[src/rtl/qsm3_ram.sv]
// generic simple dual-port ram, one write and one registered read port
// no dependencies
module qsm3_ram #(
  parameter int unsigned WIDTH = 8,
  parameter int unsigned DEPTH = 16
) (
  input  logic                     clk_i,
  input  logic                     we_i,
  input  logic [$clog2(DEPTH)-1:0] waddr_i,
  input  logic [WIDTH-1:0]         wdata_i,
  input  logic [$clog2(DEPTH)-1:0] raddr_i,
  output logic [WIDTH-1:0]         rdata_o
);

  logic [WIDTH-1:0] mem [DEPTH];
  logic [WIDTH-1:0] rdata_q;

  always_ff @(posedge clk_i) begin
    if (we_i) begin
      mem[waddr_i] <= wdata_i;
    end
    rdata_q <= mem[raddr_i];
  end

  assign rdata_o = rdata_q;

endmodule

[config.mk]
export PLATFORM = sky130hd
export DESIGN_NAME = qsm3_ram
export DESIGN_NICKNAME = d
export VERILOG_FILES = /design/src/rtl/qsm3_ram.sv
export SDC_FILE = /design/constraint.sdc
export NUM_CORES = 1
export LEC_CHECK = 0
export BUFFER_PORTS_ARGS = -buffer_cell sky130_fd_sc_hd__buf_2
export CORE_UTILIZATION = 64
export DETAILED_ROUTE_END_ITERATION = 10
export PLACE_DENSITY = 0.83
export REMOVE_ABC_BUFFERS = 1
export SYNTH_ARGS = -nofsm -noshare
export SYNTH_HDL_FRONTEND = slang
export SYNTH_SLANG_ARGS = --single-unit
[constraint.sdc]
create_clock -name clk_i -period 6.3 [get_ports clk_i]
set_clock_uncertainty 0.05 [all_clocks]
set_input_delay 1.89 -clock clk_i [delete_from_list [all_inputs] [get_ports clk_i]]
set_output_delay 1.89 -clock clk_i [all_outputs]
set_load 0.005 [all_outputs]
==> flow_results.xml <==
<?xml version="1.0" encoding="UTF-8"?>
<metrics>
  <group name="grt">
    <metric name="grt_overflow_total" unit="">0</metric>
    <metric name="largest_net_degree_at_the_start_of_global_routing" unit="">33</metric>
    <metric name="global_route.usage.met2" unit="%">42.1</metric>
    <metric name="grt_pass1_wl" unit="um">14500</metric>
    <metric name="number_of_global_route_vias_before_repair" unit="">2480</metric>
    <metric name="grt_most_used_layer" unit="">met2</metric>
    <metric name="grt.met3_usage" unit="%">6.30</metric>
    <metric name="global_route.usage.met1" unit="%">34.2</metric>
    <metric name="antenna_found_initial" unit="">0</metric>
    <metric name="grt_use_total" unit="%">25.7</metric>
  </group>
  <group name="drt">
    <metric name="routedWlPerCell" unit="um">25.3</metric>
    <metric name="dr.pass1.iters" unit="">4</metric>
    <metric name="post_drt_via_cell_ratio" unit="">6.28</metric>
    <metric name="detailedRoute.firstIterationViolations" unit="">129</metric>
    <metric name="finalWirelength" unit="um">9600</metric>
    <metric name="remaining_number_of_nets_flagged_by_the_antenna_check_after_routing" unit="">0</metric>
    <metric name="detail_route.drc_violations" unit="">0</metric>
    <metric name="detailroute.via_count" unit="">2388</metric>
  </group>
  <group name="cts">
    <metric name="tritoncts.num_buffers" unit="">17</metric>
    <metric name="tritoncts_clock_tree" unit="">yes</metric>
    <metric name="cts_htree_levels" unit="">4</metric>
    <metric name="worstSkewPairLatency" unit="ns">0.51</metric>
    <metric name="cts_setup_buffers" unit="">0</metric>
    <metric name="clock_tree.root_cell" unit="">sky130_fd_sc_hd__clkbuf_8</metric>
    <metric name="max-clock-path-buffers" unit="">2</metric>
    <metric name="clk_pin_slew" unit="ns">0.05</metric>
    <metric name="cts.sinks" unit="">136</metric>
    <metric name="cts.repair.resized" unit="">0</metric>
    <metric name="ctsHoldBuffers" unit="">0</metric>
  </group>
  <group name="synth">
    <metric name="ys_seq_elements" unit="">136</metric>
    <metric name="netlist-cell-type-count" unit="">19</metric>
    <metric name="syn_area" unit="mm2">0.00515</metric>
    <metric name="synth_top_family_by_area" unit="">multiplexers</metric>
    <metric name="synthesis.yosys.warnings" unit="">0</metric>
    <metric name="synthSimpleGateAreaFrac" unit="%">3.18</metric>
    <metric name="syn_inst" unit="">229</metric>
    <metric name="postSynthAreaPerCell" unit="um2">22.5</metric>
    <metric name="synth_adder_area_share" unit="%">0</metric>
    <metric name="synth_compound_gate_area_share" unit="%">2.33</metric>
    <metric name="synth_seq_area_share" unit="%">77.8</metric>
    <metric name="yosys-mux-area-fraction" unit="%">15.0</metric>
    <metric name="yosys.area_share.xor_xnor" unit="%">0</metric>
  </group>
  <group name="setup_path">
    <metric name="rr_startpoint" unit="">mem[1][3]</metric>
    <metric name="worstPathMaxFanout" unit="">32</metric>
    <metric name="critical_path_arrival" unit="ns">3.74</metric>
    <metric name="r2r.worst_path.cells" unit="">3</metric>
    <metric name="critical_path_required" unit="ns">6.64</metric>
    <metric name="setup_crit_path_kind" unit="">in -&gt; reg</metric>
    <metric name="worstSetupEndpointType" unit="">flip-flop</metric>
    <metric name="crit-reg2reg-capture" unit="">rdata_o[3]</metric>
    <metric name="rrSetupSlack" unit="ns">4.85</metric>
    <metric name="critPathLaunchType" unit="">primary input</metric>
  </group>
  <group name="worst_hold_path">
    <metric name="worstHoldPathCells" unit="">3</metric>
    <metric name="hold_path_end" unit="">rdata_o[3]</metric>
    <metric name="hp-class" unit="">reg -&gt; reg</metric>
    <metric name="min_from" unit="">mem[11][3]</metric>
  </group>
  <group name="sta">
    <metric name="achievable-frequency" unit="MHz">294</metric>
    <metric name="layout_worst_path_cycle_share" unit="%">54.0</metric>
    <metric name="report.final.setup_viol" unit="">0</metric>
    <metric name="rsz0062_at_grt" unit="">false</metric>
    <metric name="slew_headroom" unit="%">30.6</metric>
    <metric name="layout_setup_ws" unit="ns">2.90</metric>
    <metric name="setup-tns-final" unit="ns">0</metric>
    <metric name="maxSlewViolCount" unit="">0</metric>
    <metric name="final_hold_viol_count" unit="">0</metric>
    <metric name="fin_crit" unit="ns">3.40</metric>
    <metric name="worst_slew_pin_slew" unit="ns">1.04</metric>
  </group>
  <group name="final_layout">
    <metric name="most-common-layout-cells" unit="">sky130_fd_sc_hd__edfxtp_1, sky130_fd_sc_hd__buf_2, sky130_fd_sc_hd__mux4_2</metric>
    <metric name="area_growth_syn_to_layout" unit="%">16.5</metric>
    <metric name="diodes" unit="">0</metric>
    <metric name="share_of_cells_above_drive_strength_1" unit="%">27.7</metric>
    <metric name="postLayoutCellArea" unit="mm2">0.00600</metric>
    <metric name="layout.cells.most_common" unit="">sky130_fd_sc_hd__edfxtp_1</metric>
    <metric name="number_of_nets_in_the_final_layout" unit="">283</metric>
    <metric name="multiInputGateArea" unit="mm2">0.00107</metric>
    <metric name="fill_cells" unit="">429</metric>
    <metric name="footprint_of_the_flip_flops_and_latches" unit="mm2">0.00400</metric>
  </group>
  <group name="status">
    <metric name="run_status" unit="">completed</metric>
  </group>
  <group name="power_and_ir_drop">
    <metric name="design_power_total" unit="mW">2.19</metric>
    <metric name="power.leakage" unit="nW">2.02</metric>
    <metric name="power.ir.vdd_worst" unit="mV">0.193</metric>
    <metric name="power-per-cell-area" unit="mW/mm2">366</metric>
  </group>
  <group name="floorplanning">
    <metric name="die_area" unit="mm2">0.00841</metric>
    <metric name="initial_core_util" unit="%">66.3</metric>
    <metric name="die-width" unit="um">91.7</metric>
    <metric name="floorplan.die.height" unit="um">91.7</metric>
    <metric name="row_count" unit="">32</metric>
    <metric name="fp.coreArea" unit="mm2">0.00777</metric>
    <metric name="ioPinCount" unit="">26</metric>
  </group>
  <group name="place">
    <metric name="finalWeightedCongestion" unit="">0.689</metric>
    <metric name="detailed_place.area" unit="mm2">0.00533</metric>
    <metric name="dp.final_hpwl" unit="um">5480</metric>
    <metric name="place.port_buffers" unit="">25</metric>
    <metric name="detailedPlace.worstSlack" unit="ns">2.24</metric>
  </group>
  <group name="run">
    <metric name="drv.max_cap_violation_count" unit="">0</metric>
  </group>
</metrics>
-- per-layer routing --
| metal | vias up | share of wire, % | wire length, um |
|---|---|---|---|
| met2 | 118 | 52 | 4990 |
| met1 | 1210 | 39 | 3750 |
| met5 | - | 0 | 0 |
| met3 | 10 | 8.0 | 769 |
| li1 | 1050 | - | - |
| met4 | 0 | 0.97 | 93 |
-- cell type report --
class | count | area share, %
clock inverters | 12 | 3.73
clock buffers | 20 | 7.26
well taps | 102 | 2.13
flip-flops and latches | 136 | 66.8
multi-input cells | 83 | 17.8
repair buffers | 27 | 2.34
-- synth_stat cells --
library cell	instances	share of area, %
sky130_fd_sc_hd__or3b_2	1	0.17
sky130_fd_sc_hd__nand3b_1	2	0.29
sky130_fd_sc_hd__nand2_1	9	0.66
sky130_fd_sc_hd__clkdlybuf4s25_2	3	0.58
sky130_fd_sc_hd__nand2b_1	2	0.24
sky130_fd_sc_hd__and2b_1	1	0.15
sky130_fd_sc_hd__nor3_1	4	0.39
sky130_fd_sc_hd__mux4_2	18	7.9
sky130_fd_sc_hd__nor2b_1	1	0.12
sky130_fd_sc_hd__mux4_1	14	7.1
sky130_fd_sc_hd__buf_6	3	0.66
sky130_fd_sc_hd__buf_2	3	0.29
sky130_fd_sc_hd__a22oi_1	16	2.3
sky130_fd_sc_hd__buf_4	1	0.15
sky130_fd_sc_hd__and2_1	1	0.12
sky130_fd_sc_hd__nor2_1	13	0.95
sky130_fd_sc_hd__nand3_1	1	0.097
sky130_fd_sc_hd__edfxtp_1	128	75
sky130_fd_sc_hd__dfxtp_1	8	3.1
-- cells by family (layout without fill, tap and decap cells) --
kind of cell / after synthesis / count (layout)
AND/OR/NAND/NOR: 35 / 35
flip-flops: 136 / 136
AO/OA/AOI/OAI: 16 / 16
multiplexers: 32 / 32
buffers and inverters: 10 / 59
-- report_power, final --
group	switching, mW	internal (mW)	leakage (nW)
Clock	0.356	0.733	0.309
Sequential	0.00722	1.01	1.22
Combinational	0.0503	0.0361	0.483
-- sequential cells by signal (all words and copies together), names as in the netlist --
name / flops
rdata_o: 8
mem: 128
-- metrics by stage --
stage                     utilization [%]  hold WS (ns)  cells
final                                77.2         0.635    380
after global routing                 77.2         0.664    380
after CTS                            77.2         0.644    380
after detailed placement             68.7         0.617    348
after global placement               68.7         0.603    348
after floorplan                         -         0.579    219
-- worst max path at each step --
stage               startpoint          to  slack [ns]  cells after the start
floorplan           waddr_i[2]   mem[0][0]        2.87                      2
global placement    waddr_i[2]   mem[0][5]        2.31                      3
detailed placement  waddr_i[2]   mem[0][7]        2.24                      3
CTS                 waddr_i[2]   mem[0][0]        2.77                      3
global route        raddr_i[0]  rdata_o[2]        2.76                      4
finish              raddr_i[0]  rdata_o[3]        2.90                      4
-- critical path: stages --
cell,delay [ns]
sky130_fd_sc_hd__buf_2,0.77
sky130_fd_sc_hd__mux4_1,0.67
sky130_fd_sc_hd__a22oi_1,0.30
sky130_fd_sc_hd__nand2_1,0.09
Note: power is estimated with default switching activity, not from simulation.
